==> src/design/lspd_pkg.sv <==
`timescale 1ns / 1ps
`default_nettype none
package lspd_pkg;

  localparam int SENSOR_COUNT = 8;
  localparam int GAIN_W       = 8;
  localparam int SPEED_IN_W   = 8;
  localparam int THR_W        = 10;
  localparam int DUTY_W       = 8;
  localparam int POS_W        = 6;
  // |weighted sum| / sum never exceeds the outer weight, so four quotient bits do
  localparam int QUOT_BITS    = 4;
  localparam int PROD_W       = 16;
  localparam int SPEED_W      = 19;
  localparam int CFG_IDX_W    = 2;
  localparam int CFG_DATA_W   = 10;

  localparam logic [THR_W-1:0] THR_RESET = THR_W'(512);

  localparam logic [CFG_IDX_W-1:0] REG_PROP_GAIN  = 2'd0;
  localparam logic [CFG_IDX_W-1:0] REG_DERIV_GAIN = 2'd1;
  localparam logic [CFG_IDX_W-1:0] REG_BASE_SPEED = 2'd2;
  localparam logic [CFG_IDX_W-1:0] REG_BLACK_THR  = 2'd3;

  localparam int SENSOR_WEIGHT [SENSOR_COUNT] = '{10, 7, 4, 1, -1, -4, -7, -10};

  typedef struct packed {
    logic [GAIN_W-1:0]     prop_gain;
    logic [GAIN_W-1:0]     deriv_gain;
    logic [SPEED_IN_W-1:0] base_speed;
    logic [THR_W-1:0]      black_threshold;
  } cfg_t;

endpackage
`default_nettype wire

==> src/design/lspd_if.sv <==
`timescale 1ns / 1ps
`default_nettype none
interface lspd_in_if #(
  parameter int SENSOR_BITS = 10
);
  logic                   valid;
  logic                   ready;
  logic [SENSOR_BITS-1:0] sensor_0;
  logic [SENSOR_BITS-1:0] sensor_1;
  logic [SENSOR_BITS-1:0] sensor_2;
  logic [SENSOR_BITS-1:0] sensor_3;
  logic [SENSOR_BITS-1:0] sensor_4;
  logic [SENSOR_BITS-1:0] sensor_5;
  logic [SENSOR_BITS-1:0] sensor_6;
  logic [SENSOR_BITS-1:0] sensor_7;

  modport source (output valid, sensor_0, sensor_1, sensor_2, sensor_3,
                  sensor_4, sensor_5, sensor_6, sensor_7, input ready);
  modport sink   (input valid, sensor_0, sensor_1, sensor_2, sensor_3,
                  sensor_4, sensor_5, sensor_6, sensor_7, output ready);
endinterface

interface lspd_out_if;
  logic                                 valid;
  logic                                 ready;
  logic [lspd_pkg::DUTY_W-1:0]          left_duty;
  logic                                 left_reverse;
  logic [lspd_pkg::DUTY_W-1:0]          right_duty;
  logic                                 right_reverse;
  logic signed [lspd_pkg::POS_W-1:0]    line_position;
  logic                                 all_black;

  modport source (output valid, left_duty, left_reverse, right_duty, right_reverse,
                  line_position, all_black, input ready);
  modport sink   (input valid, left_duty, left_reverse, right_duty, right_reverse,
                  line_position, all_black, output ready);
endinterface
`default_nettype wire

==> src/design/lspd_front.sv <==
`timescale 1ns / 1ps
`default_nettype none
module lspd_front #(
  parameter int SENSOR_BITS = 10,
  localparam int SUM_W = SENSOR_BITS + 3,
  localparam int WS_W  = SENSOR_BITS + 6,
  localparam int MAG_W = SENSOR_BITS + 5
) (
  input  wire logic [lspd_pkg::SENSOR_COUNT-1:0][SENSOR_BITS-1:0] sensors,
  input  wire logic [lspd_pkg::THR_W-1:0]                         threshold,
  output logic [SUM_W-1:0]                                        sum,
  output logic [MAG_W-1:0]                                        wsum_mag,
  output logic                                                    wsum_neg,
  output logic                                                    sum_zero,
  output logic                                                    black
);

  localparam int TW = (SENSOR_BITS > lspd_pkg::THR_W) ? SENSOR_BITS : lspd_pkg::THR_W;

  logic signed [WS_W-1:0] wsum;
  logic signed [WS_W-1:0] wsum_abs;

  always_comb begin
    logic signed [WS_W-1:0] term;
    sum   = '0;
    wsum  = '0;
    black = 1'b1;
    for (int i = 0; i < lspd_pkg::SENSOR_COUNT; i++) begin
      term  = signed'(WS_W'(sensors[i]));
      sum   = sum + SUM_W'(sensors[i]);
      wsum  = wsum + WS_W'(lspd_pkg::SENSOR_WEIGHT[i]) * term;
      if (TW'(sensors[i]) < TW'(threshold)) begin
        black = 1'b0;
      end
    end
  end

  assign wsum_neg = wsum[WS_W-1];
  assign wsum_abs = wsum_neg ? -wsum : wsum;
  assign wsum_mag = wsum_abs[MAG_W-1:0];
  assign sum_zero = (sum == '0);

endmodule
`default_nettype wire

==> src/design/lspd_fifo.sv <==
`timescale 1ns / 1ps
`default_nettype none
module lspd_fifo #(
  parameter int W = 8
) (
  input  wire logic         clk,
  input  wire logic         rst_n,
  input  wire logic         push,
  input  wire logic [W-1:0] push_data,
  output logic              full,
  input  wire logic         pop,
  output logic              pop_valid,
  output logic [W-1:0]      pop_data
);

  logic [W-1:0] mem_r [2];
  logic         wr_ptr_r;
  logic         rd_ptr_r;
  logic [1:0]   cnt_r;

  assign full      = (cnt_r == 2'd2);
  assign pop_valid = (cnt_r != 2'd0);
  assign pop_data  = mem_r[rd_ptr_r];

  always_ff @(posedge clk) begin
    if (push) begin
      mem_r[wr_ptr_r] <= push_data;
    end
  end

  always_ff @(posedge clk) begin
    if (!rst_n) begin
      wr_ptr_r <= 1'b0;
      rd_ptr_r <= 1'b0;
      cnt_r    <= 2'd0;
    end else begin
      if (push) begin
        wr_ptr_r <= ~wr_ptr_r;
      end
      if (pop) begin
        rd_ptr_r <= ~rd_ptr_r;
      end
      cnt_r <= cnt_r + 2'(push) - 2'(pop);
    end
  end

endmodule
`default_nettype wire

==> src/design/lspd_back.sv <==
`timescale 1ns / 1ps
`default_nettype none
module lspd_back #(
  parameter int SENSOR_BITS = 10,
  parameter int DUTY_MAX    = 255,
  localparam int SUM_W = SENSOR_BITS + 3,
  localparam int MAG_W = SENSOR_BITS + 5,
  localparam int SH_W  = SUM_W + 3
) (
  input  wire logic             clk,
  input  wire logic             rst_n,
  input  wire lspd_pkg::cfg_t   cfg,
  input  wire logic             q_valid,
  input  wire logic [SUM_W-1:0] q_sum,
  input  wire logic [MAG_W-1:0] q_mag,
  input  wire logic             q_neg,
  input  wire logic             q_zero,
  input  wire logic             q_black,
  output logic                  q_pop,
  lspd_out_if.source            out
);

  typedef enum logic [1:0] {IDLE, DIV, MUL, FIN} state_t;

  localparam logic signed [lspd_pkg::SPEED_W-1:0] DMAX = lspd_pkg::SPEED_W'(DUTY_MAX);

  state_t                               state_r;
  logic [MAG_W-1:0]                     rem_r;
  logic [SUM_W-1:0]                     den_r;
  logic [lspd_pkg::QUOT_BITS-1:0]       quot_r;
  logic [1:0]                           step_r;
  logic                                 neg_r;
  logic                                 zero_r;
  logic                                 black_r;
  logic signed [lspd_pkg::POS_W-1:0]    pos_r;
  logic signed [lspd_pkg::POS_W-1:0]    prev_err_r;
  logic signed [lspd_pkg::PROD_W-1:0]   prod_p_r;
  logic signed [lspd_pkg::PROD_W-1:0]   prod_d_r;

  logic                                 out_valid_r;
  logic [lspd_pkg::DUTY_W-1:0]          left_duty_r;
  logic                                 left_rev_r;
  logic [lspd_pkg::DUTY_W-1:0]          right_duty_r;
  logic                                 right_rev_r;
  logic signed [lspd_pkg::POS_W-1:0]    line_pos_r;
  logic                                 all_black_r;

  // divider step
  logic [SH_W-1:0]                      den_sh;
  logic                                 fits;
  // position and PD products
  logic [lspd_pkg::POS_W-1:0]           pos_mag;
  logic signed [lspd_pkg::POS_W-1:0]    pos;
  logic signed [lspd_pkg::PROD_W-1:0]   pos_ext;
  logic signed [lspd_pkg::PROD_W-1:0]   diff_ext;
  logic signed [lspd_pkg::PROD_W-1:0]   pg_ext;
  logic signed [lspd_pkg::PROD_W-1:0]   dg_ext;
  // speeds
  logic signed [lspd_pkg::SPEED_W-1:0]  corr;
  logic signed [lspd_pkg::SPEED_W-1:0]  base_ext;
  logic signed [lspd_pkg::SPEED_W-1:0]  left_spd;
  logic signed [lspd_pkg::SPEED_W-1:0]  right_spd;
  logic signed [lspd_pkg::SPEED_W-1:0]  left_cl;
  logic signed [lspd_pkg::SPEED_W-1:0]  right_cl;
  logic signed [lspd_pkg::SPEED_W-1:0]  left_abs;
  logic signed [lspd_pkg::SPEED_W-1:0]  right_abs;
  logic                                 out_free;

  assign den_sh = SH_W'(den_r) << step_r;
  assign fits   = (SH_W'(rem_r) >= den_sh);

  assign pos_mag  = {1'b0, quot_r, 1'b0};
  assign pos      = zero_r ? '0 : (neg_r ? -signed'(pos_mag) : signed'(pos_mag));
  assign pos_ext  = lspd_pkg::PROD_W'(pos);
  assign diff_ext = pos_ext - lspd_pkg::PROD_W'(prev_err_r);
  assign pg_ext   = signed'(lspd_pkg::PROD_W'(cfg.prop_gain));
  assign dg_ext   = signed'(lspd_pkg::PROD_W'(cfg.deriv_gain));

  assign corr      = lspd_pkg::SPEED_W'(prod_p_r) + lspd_pkg::SPEED_W'(prod_d_r);
  assign base_ext  = signed'(lspd_pkg::SPEED_W'(cfg.base_speed));
  assign left_spd  = base_ext - corr;
  assign right_spd = base_ext + corr;

  always_comb begin
    priority if (left_spd > DMAX)  left_cl = DMAX;
    else if (left_spd < -DMAX)     left_cl = -DMAX;
    else                           left_cl = left_spd;
    priority if (right_spd > DMAX) right_cl = DMAX;
    else if (right_spd < -DMAX)    right_cl = -DMAX;
    else                           right_cl = right_spd;
  end

  assign left_abs  = left_cl[lspd_pkg::SPEED_W-1]  ? -left_cl  : left_cl;
  assign right_abs = right_cl[lspd_pkg::SPEED_W-1] ? -right_cl : right_cl;

  assign out_free = !out_valid_r || out.ready;
  assign q_pop    = (state_r == IDLE) && q_valid;

  always_ff @(posedge clk) begin
    if (!rst_n) begin
      state_r     <= IDLE;
      prev_err_r  <= '0;
      out_valid_r <= 1'b0;
    end else begin
      if (state_r == FIN && out_free) begin
        out_valid_r <= 1'b1;
      end else if (out.ready) begin
        out_valid_r <= 1'b0;
      end
      unique case (state_r)
        IDLE: begin
          if (q_valid) begin
            rem_r   <= q_mag;
            den_r   <= q_sum;
            neg_r   <= q_neg;
            zero_r  <= q_zero;
            black_r <= q_black;
            quot_r  <= '0;
            step_r  <= 2'(lspd_pkg::QUOT_BITS - 1);
            state_r <= DIV;
          end
        end
        DIV: begin
          // restoring division, one quotient bit a cycle, msb first
          if (fits) begin
            rem_r          <= MAG_W'(SH_W'(rem_r) - den_sh);
            quot_r[step_r] <= 1'b1;
          end
          if (step_r == 2'd0) begin
            state_r <= MUL;
          end
          step_r <= step_r - 2'd1;
        end
        MUL: begin
          pos_r    <= pos;
          prod_p_r <= pg_ext * pos_ext;
          prod_d_r <= dg_ext * diff_ext;
          state_r  <= FIN;
        end
        FIN: begin
          if (out_free) begin
            left_duty_r  <= left_abs[lspd_pkg::DUTY_W-1:0];
            left_rev_r   <= left_cl[lspd_pkg::SPEED_W-1];
            right_duty_r <= right_abs[lspd_pkg::DUTY_W-1:0];
            right_rev_r  <= right_cl[lspd_pkg::SPEED_W-1];
            line_pos_r   <= pos_r;
            all_black_r  <= black_r;
            prev_err_r   <= pos_r;
            state_r      <= IDLE;
          end
        end
        default: state_r <= IDLE;
      endcase
    end
  end

  assign out.valid         = out_valid_r;
  assign out.left_duty     = left_duty_r;
  assign out.left_reverse  = left_rev_r;
  assign out.right_duty    = right_duty_r;
  assign out.right_reverse = right_rev_r;
  assign out.line_position = line_pos_r;
  assign out.all_black     = all_black_r;

endmodule
`default_nettype wire

==> src/design/line_sensor_pd_steering_top.sv <==
`timescale 1ns / 1ps
`default_nettype none
// PD steering for a line follower with eight reflectance sensors. Each input beat
// carries eight readings; the front end forms the reading sum, the weighted sum and
// the all-black flag in the cycle the beat is taken and parks them in a two-entry
// queue. The back end divides with a four-step restoring divider, forms the PD
// correction and drives one result beat with both wheel duties, reverse flags and
// the line position. The back end holds one item at a time through its load, the
// four divider steps, the multiply and the registering of the result, so it takes
// no new item before the last is out; the queue lets up to two further beats be
// taken while the back end is busy or the result is stalled. Registers are written
// through cfg_we / cfg_idx / cfg_data: 0 prop_gain, 1 deriv_gain, 2 base_speed,
// 3 black_threshold (reset 512); write them only while the block is idle.
module line_sensor_pd_steering_top #(
  parameter int SENSOR_BITS = 10,
  parameter int DUTY_MAX    = 255
) (
  input  wire logic                              clk,
  input  wire logic                              rst_n,
  lspd_in_if.sink                                in_ch,
  lspd_out_if.source                             out_ch,
  input  wire logic                              cfg_we,
  input  wire logic [lspd_pkg::CFG_IDX_W-1:0]    cfg_idx,
  input  wire logic [lspd_pkg::CFG_DATA_W-1:0]   cfg_data
);

  localparam int SUM_W = SENSOR_BITS + 3;
  localparam int MAG_W = SENSOR_BITS + 5;
  localparam int Q_W   = SUM_W + MAG_W + 3;

  lspd_pkg::cfg_t cfg_r;

  always_ff @(posedge clk) begin
    if (!rst_n) begin
      cfg_r.prop_gain       <= '0;
      cfg_r.deriv_gain      <= '0;
      cfg_r.base_speed      <= '0;
      cfg_r.black_threshold <= lspd_pkg::THR_RESET;
    end else if (cfg_we) begin
      unique case (cfg_idx)
        lspd_pkg::REG_PROP_GAIN:  cfg_r.prop_gain       <= cfg_data[lspd_pkg::GAIN_W-1:0];
        lspd_pkg::REG_DERIV_GAIN: cfg_r.deriv_gain      <= cfg_data[lspd_pkg::GAIN_W-1:0];
        lspd_pkg::REG_BASE_SPEED: cfg_r.base_speed      <= cfg_data[lspd_pkg::SPEED_IN_W-1:0];
        lspd_pkg::REG_BLACK_THR:  cfg_r.black_threshold <= cfg_data[lspd_pkg::THR_W-1:0];
        default: ;
      endcase
    end
  end

  logic [lspd_pkg::SENSOR_COUNT-1:0][SENSOR_BITS-1:0] sensors;
  logic [SUM_W-1:0] f_sum;
  logic [MAG_W-1:0] f_mag;
  logic             f_neg;
  logic             f_zero;
  logic             f_black;
  logic             q_full;
  logic             push;
  logic             q_valid;
  logic             q_pop;
  logic [Q_W-1:0]   q_data;

  assign sensors = {in_ch.sensor_7, in_ch.sensor_6, in_ch.sensor_5, in_ch.sensor_4,
                    in_ch.sensor_3, in_ch.sensor_2, in_ch.sensor_1, in_ch.sensor_0};

  lspd_front #(.SENSOR_BITS(SENSOR_BITS)) u_front (
    .sensors   (sensors),
    .threshold (cfg_r.black_threshold),
    .sum       (f_sum),
    .wsum_mag  (f_mag),
    .wsum_neg  (f_neg),
    .sum_zero  (f_zero),
    .black     (f_black)
  );

  assign in_ch.ready = !q_full;
  assign push        = in_ch.valid && !q_full;

  lspd_fifo #(.W(Q_W)) u_fifo (
    .clk       (clk),
    .rst_n     (rst_n),
    .push      (push),
    .push_data ({f_neg, f_zero, f_black, f_mag, f_sum}),
    .full      (q_full),
    .pop       (q_pop),
    .pop_valid (q_valid),
    .pop_data  (q_data)
  );

  lspd_back #(.SENSOR_BITS(SENSOR_BITS), .DUTY_MAX(DUTY_MAX)) u_back (
    .clk     (clk),
    .rst_n   (rst_n),
    .cfg     (cfg_r),
    .q_valid (q_valid),
    .q_sum   (q_data[SUM_W-1:0]),
    .q_mag   (q_data[SUM_W +: MAG_W]),
    .q_black (q_data[SUM_W+MAG_W]),
    .q_zero  (q_data[SUM_W+MAG_W+1]),
    .q_neg   (q_data[SUM_W+MAG_W+2]),
    .q_pop   (q_pop),
    .out     (out_ch)
  );

endmodule
`default_nettype wire

==> src/flat_wrapper.sv <==
// flat-port wrapper written by rule: the top's interface ports become plain ports
module line_sensor_pd_steering_top_flat 
#(
  parameter int SENSOR_BITS = 10,
  parameter int DUTY_MAX    = 255
)
  (clk, rst_n, cfg_we, cfg_idx, cfg_data, in_ch_valid, in_ch_sensor_0, in_ch_sensor_1, in_ch_sensor_2, in_ch_sensor_3, in_ch_sensor_4, in_ch_sensor_5, in_ch_sensor_6, in_ch_sensor_7, in_ch_ready, out_ch_valid, out_ch_left_duty, out_ch_left_reverse, out_ch_right_duty, out_ch_right_reverse, out_ch_line_position, out_ch_all_black, out_ch_ready);
  lspd_in_if #(.SENSOR_BITS(SENSOR_BITS)) in_ch_i ();
  lspd_out_if out_ch_i ();
  input  wire logic clk;
  input  wire logic rst_n;
  input  wire logic cfg_we;
  input  wire logic [lspd_pkg::CFG_IDX_W-1:0] cfg_idx;
  input  wire logic [lspd_pkg::CFG_DATA_W-1:0] cfg_data;
  input wire logic [$bits(in_ch_i.valid)-1:0] in_ch_valid;
  input wire logic [$bits(in_ch_i.sensor_0)-1:0] in_ch_sensor_0;
  input wire logic [$bits(in_ch_i.sensor_1)-1:0] in_ch_sensor_1;
  input wire logic [$bits(in_ch_i.sensor_2)-1:0] in_ch_sensor_2;
  input wire logic [$bits(in_ch_i.sensor_3)-1:0] in_ch_sensor_3;
  input wire logic [$bits(in_ch_i.sensor_4)-1:0] in_ch_sensor_4;
  input wire logic [$bits(in_ch_i.sensor_5)-1:0] in_ch_sensor_5;
  input wire logic [$bits(in_ch_i.sensor_6)-1:0] in_ch_sensor_6;
  input wire logic [$bits(in_ch_i.sensor_7)-1:0] in_ch_sensor_7;
  output wire logic [$bits(in_ch_i.ready)-1:0] in_ch_ready;
  output wire logic [$bits(out_ch_i.valid)-1:0] out_ch_valid;
  output wire logic [$bits(out_ch_i.left_duty)-1:0] out_ch_left_duty;
  output wire logic [$bits(out_ch_i.left_reverse)-1:0] out_ch_left_reverse;
  output wire logic [$bits(out_ch_i.right_duty)-1:0] out_ch_right_duty;
  output wire logic [$bits(out_ch_i.right_reverse)-1:0] out_ch_right_reverse;
  output wire logic [$bits(out_ch_i.line_position)-1:0] out_ch_line_position;
  output wire logic [$bits(out_ch_i.all_black)-1:0] out_ch_all_black;
  input wire logic [$bits(out_ch_i.ready)-1:0] out_ch_ready;
  assign in_ch_i.valid = in_ch_valid;
  assign in_ch_i.sensor_0 = in_ch_sensor_0;
  assign in_ch_i.sensor_1 = in_ch_sensor_1;
  assign in_ch_i.sensor_2 = in_ch_sensor_2;
  assign in_ch_i.sensor_3 = in_ch_sensor_3;
  assign in_ch_i.sensor_4 = in_ch_sensor_4;
  assign in_ch_i.sensor_5 = in_ch_sensor_5;
  assign in_ch_i.sensor_6 = in_ch_sensor_6;
  assign in_ch_i.sensor_7 = in_ch_sensor_7;
  assign in_ch_ready = in_ch_i.ready;
  assign out_ch_valid = out_ch_i.valid;
  assign out_ch_left_duty = out_ch_i.left_duty;
  assign out_ch_left_reverse = out_ch_i.left_reverse;
  assign out_ch_right_duty = out_ch_i.right_duty;
  assign out_ch_right_reverse = out_ch_i.right_reverse;
  assign out_ch_line_position = out_ch_i.line_position;
  assign out_ch_all_black = out_ch_i.all_black;
  assign out_ch_i.ready = out_ch_ready;
  line_sensor_pd_steering_top #(.SENSOR_BITS(SENSOR_BITS), .DUTY_MAX(DUTY_MAX)) u_core (.clk(clk), .rst_n(rst_n), .in_ch(in_ch_i), .out_ch(out_ch_i), .cfg_we(cfg_we), .cfg_idx(cfg_idx), .cfg_data(cfg_data));
endmodule
==> config.mk <==
export PLATFORM = sky130hd
export DESIGN_NAME = line_sensor_pd_steering_top_flat
export DESIGN_NICKNAME = d
export VERILOG_FILES = /design/src/design/lspd_pkg.sv /design/src/design/lspd_if.sv /design/src/design/lspd_front.sv /design/src/design/lspd_fifo.sv /design/src/design/lspd_back.sv /design/src/design/line_sensor_pd_steering_top.sv /design/src/flat_wrapper.sv
export SDC_FILE = /design/constraint.sdc
export NUM_CORES = 1
export LEC_CHECK = 0
export BUFFER_PORTS_ARGS = -buffer_cell sky130_fd_sc_hd__clkbuf_2
export CAP_MARGIN = 0
export CORE_MARGIN = 4
export CORE_UTILIZATION = 30
export DETAILED_ROUTE_END_ITERATION = 8
export SKIP_LAST_GASP = 1
export SYNTH_ARGS = -nofsm -noshare
export SYNTH_HDL_FRONTEND = slang
export SYNTH_SLANG_ARGS = --single-unit
==> constraint.sdc <==
create_clock -name clk -period 21.8 [get_ports clk]
set_clock_uncertainty 0.2 [all_clocks]
set_input_delay 1.09 -clock clk [delete_from_list [all_inputs] [get_ports clk]]
set_output_delay 1.09 -clock clk [all_outputs]
set_load 0.005 [all_outputs]
==> results.sh <==
export IMPL_path_clk_slew_ns=0.06
export IMPL_multi_input_area_um2=15130
export IMPL_finalMaxSlewViolations=0
export IMPL_r2r_end="u_core.u_back.prod_d_r[15]$_DFFE_PP_"
export IMPL_start_util_pct=30.48
export IMPL_first_pass_iters=5
export IMPL_reg2reg_slack_ns=14.11
export IMPL_die_h_um=281.2
export IMPL_holdWs_ns=0.2564
export IMPL_syn_area_per_cell_um2=10.09
export IMPL_fillers=7527
export IMPL_synthCells=2219
export IMPL_hp_class="reg2reg"
export IMPL_die_area_um2=79060
export IMPL_hold_depth=2
export IMPL_rsz0062_at_grt="no"
export IMPL_required_ns=21.86
export IMPL_netlist_area_um2=22390
export IMPL_placedCellCount=3266
export IMPL_antenna_left=0
export IMPL_cts_buffer_depth=3
export IMPL_cpMaxStageDelayCell="xnor2_2"
export IMPL_r2r_start="u_core.u_back.quot_r[1]$_SDFFCE_PN0P_"
export IMPL_hp_start="u_core.cfg_r[3]$_SDFFE_PN0P_"
export IMPL_worst_skew_pair_late_latency_ns=0.53
export IMPL_synth_area_leader_cell="edfxtp_1"
export IMPL_cp_max_fo=15
export IMPL_relSlewSlack_pct=25.19
export IMPL_synth_edff_count=157
export IMPL_ys_types=83
export IMPL_synth_top_cell_area_share_pct=21.06
export IMPL_status="finished clean"
export IMPL_crit_family="adder cells"
export IMPL_dr_first_iter_drc_count=957
export IMPL_yosysMostFrequentCell="inv_1"
export IMPL_seqCellArea_um2=5655
export IMPL_path_common_cell="fa_1"
export IMPL_reg2reg_depth=26
export IMPL_overflow=0
export IMPL_numPortBuffers=122
export IMPL_drt_wirelength_per_cell_um=16.91
export IMPL_hold_buffers=0
export IMPL_cts_made_buffers=22
export IMPL_grt_max_degree=47
export IMPL_antenna_found_initial=3
export IMPL_drive_above_1_share_pct=9.672
export IMPL_setup_tns_ns=0
export IMPL_syn_nets=2851
export IMPL_drc_errors=0
export IMPL_die_w_um=281.2
export IMPL_worstMarginPinSlew_ns=1.122
export IMPL_fmax_mhz=115.9
export IMPL_postCtsSetupBuffers=0
export IMPL_final_hold_viol_count=0
export IMPL_synth_seq_cells=204
export IMPL_setup_viol=0
export IMPL_grt_use_total_pct=14.24
export IMPL_dp_hpwl_um=46430
export IMPL_cts_num_sinks=204
export IMPL_grt_pass1_wl_um=88450
export IMPL_whs_endpoint="u_core.cfg_r[3]$_SDFFE_PN0P_"
export IMPL_fin_crit_sh_pct=39.59
export IMPL_crit_arrival_ns=8.69
export IMPL_period_needed_ns=8.630
export IMPL_cts_resized=0
export IMPL_endpoint_kind="flip-flop"
export IMPL_grt_pass1_vias=15620
export IMPL_max_stage_delay_ns=0.65
export IMPL_synth_async_reset_ratio_pct=0
export IMPL_utilization_pct=33.80
export IMPL_io_pins=124
export IMPL_synth_commonest_cells="inv_1, ha_1, fa_1, edfxtp_1, nor2_1"
export IMPL_synthToLayoutAreaGrowth_pct=10.89
export IMPL_gp_congestion=0.9337
export IMPL_fin_cells=3308
export IMPL_crit_type="in2reg"
export IMPL_cts_tree="yes"
export IMPL_root_buffer="clkbuf_16"
export IMPL_vias=15690
export IMPL_start_kind="input port"
export IMPL_crit_buf_inv=6
export IMPL_rows=99
export IMPL_coreArea_um2=73450
export IMPL_yosysSeqAreaShare_pct=25.26
export IMPL_cts_max_level=1
export IMPL_yosysWarnings=0
export IMPL_drt_total_wl_um=55940
export IMPL_nets=2963
export IMPL_synthTopCellsByArea="edfxtp_1, fa_1, ha_1"
export IMPL_drv_cap=0
export IMPL_synthFlopType="edfxtp_1"
export IMPL_viasPerCell=4.743
==> cell usage in the layout (no fill, tap or decap), types with 24 or more instances in the layout <==
cell type | Yosys | final
inv_1 | 378 | 378
ha_1 | 326 | 326
fa_1 | 209 | 209
edfxtp_1 | 157 | 157
nor2_1 | 129 | 127
nand2_1 | 122 | 122
clkbuf_2 | 0 | 122
a21oi_1 | 115 | 114
xnor2_1 | 80 | 80
o21ai_0 | 67 | 67
xor2_1 | 50 | 50
mux2i_1 | 47 | 47
dfxtp_1 | 47 | 47
and2_1 | 45 | 45
a21o_1 | 42 | 42
nor2b_1 | 34 | 34
o21bai_1 | 30 | 30
nand2b_1 | 28 | 28
nor3_1 | 25 | 25
nand3_1 | 24 | 24
==> cell type report <==
cell class	instances	share of cell area [%]
Antenna cell	2	0.02016
Clock buffer	35	2.621
Clock inverter	5	0.3276
Inverter	380	5.746
Multi-Input combinational cell	1592	60.94
Sequential cell	204	22.78
Tap cell	959	4.833
Timing Repair Buffer	131	2.732
==> worst min-delay path, stage by stage (launching register included) <==
cell	delay [ns]
dfxtp_1	0.31
nand2_1	0.05
a21oi_1	0.05
==> stage by stage <==
stage / setup slack (ns) / area (µm²)
floorplan: 13.80 / 22390
global placement: 12.80 / 24090
detailed placement: 12.64 / 24090
CTS: 13.19 / 24820
global route: 12.82 / 24820
finish: 13.17 / 24830
==> sequential cells by signal, summed over array words and instances (netlist names), 2 cells and up, named ones only <==
signal,cells
u_core.u_back.out.right_duty,8
u_core.u_back.out.left_duty,8
u_core.u_back.pos_r,5
u_core.u_back.quot_r,4
u_core.u_back.out.line_position,5
u_core.u_fifo.mem_r,62
u_core.u_back.den_r,13
u_core.u_back.prod_p_r,14
u_core.u_back.prev_err_r,5
u_core.u_back.rem_r,15
u_core.cfg_r,34
u_core.u_fifo.cnt_r,2
u_core.u_back.step_r,2
u_core.u_back.prod_d_r,15
u_core.u_back.state_r,2
==> worst max path at each step <==
stage / start / to / slack, ns / depth (start not counted)
2_1_floorplan: in_ch_sensor_7[1] / u_core.u_fifo.mem_r[0][24]$_DFFE_PP_ / 13.80 / 28
3_3_place_gp: in_ch_sensor_7[1] / u_core.u_fifo.mem_r[0][14]$_DFFE_PP_ / 12.80 / 27
3_5_place_dp: in_ch_sensor_7[1] / u_core.u_fifo.mem_r[0][14]$_DFFE_PP_ / 12.64 / 27
4_1_cts: in_ch_sensor_7[1] / u_core.u_fifo.mem_r[0][14]$_DFFE_PP_ / 13.19 / 27
5_1_grt: in_ch_sensor_7[1] / u_core.u_fifo.mem_r[1][14]$_DFFE_PP_ / 12.82 / 27
6_report: in_ch_sensor_7[1] / u_core.u_fifo.mem_r[1][14]$_DFFE_PP_ / 13.17 / 27
==> cell families (layout without fill, tap and decap cells) <==
| family | count (synthesis) | count (layout) | synth area share (%) |
|---|---|---|---|
| adder cells (fa/ha/maj) | 535 | 535 | 36.91 |
| AND/OR/NAND/NOR | 475 | 475 | 10.47 |
| multiplexers | 74 | 74 | 3.711 |
| other | 1 | 3 | 0.01675 |
| buffers and inverters | 423 | 551 | 7.221 |
| flip-flops | 204 | 204 | 25.26 |
| XOR/XNOR | 133 | 133 | 5.304 |
| AO/OA/AOI/OAI | 374 | 374 | 11.10 |
==> routing by layer <==
layer / up-vias / part of all wire (%) / track usage (%)
li1: 7728 / - / -
met1: 7560 / 47 / 20.15
met2: 328 / 45 / 23.08
met3: 72 / 5.0 / 1.911
met4: 2 / 2.5 / 3.560
met5: - / 0.013 / 0
Power is not shown: default switching activity piles up to over one toggle a cycle in this logic, so the estimate is an artifact.
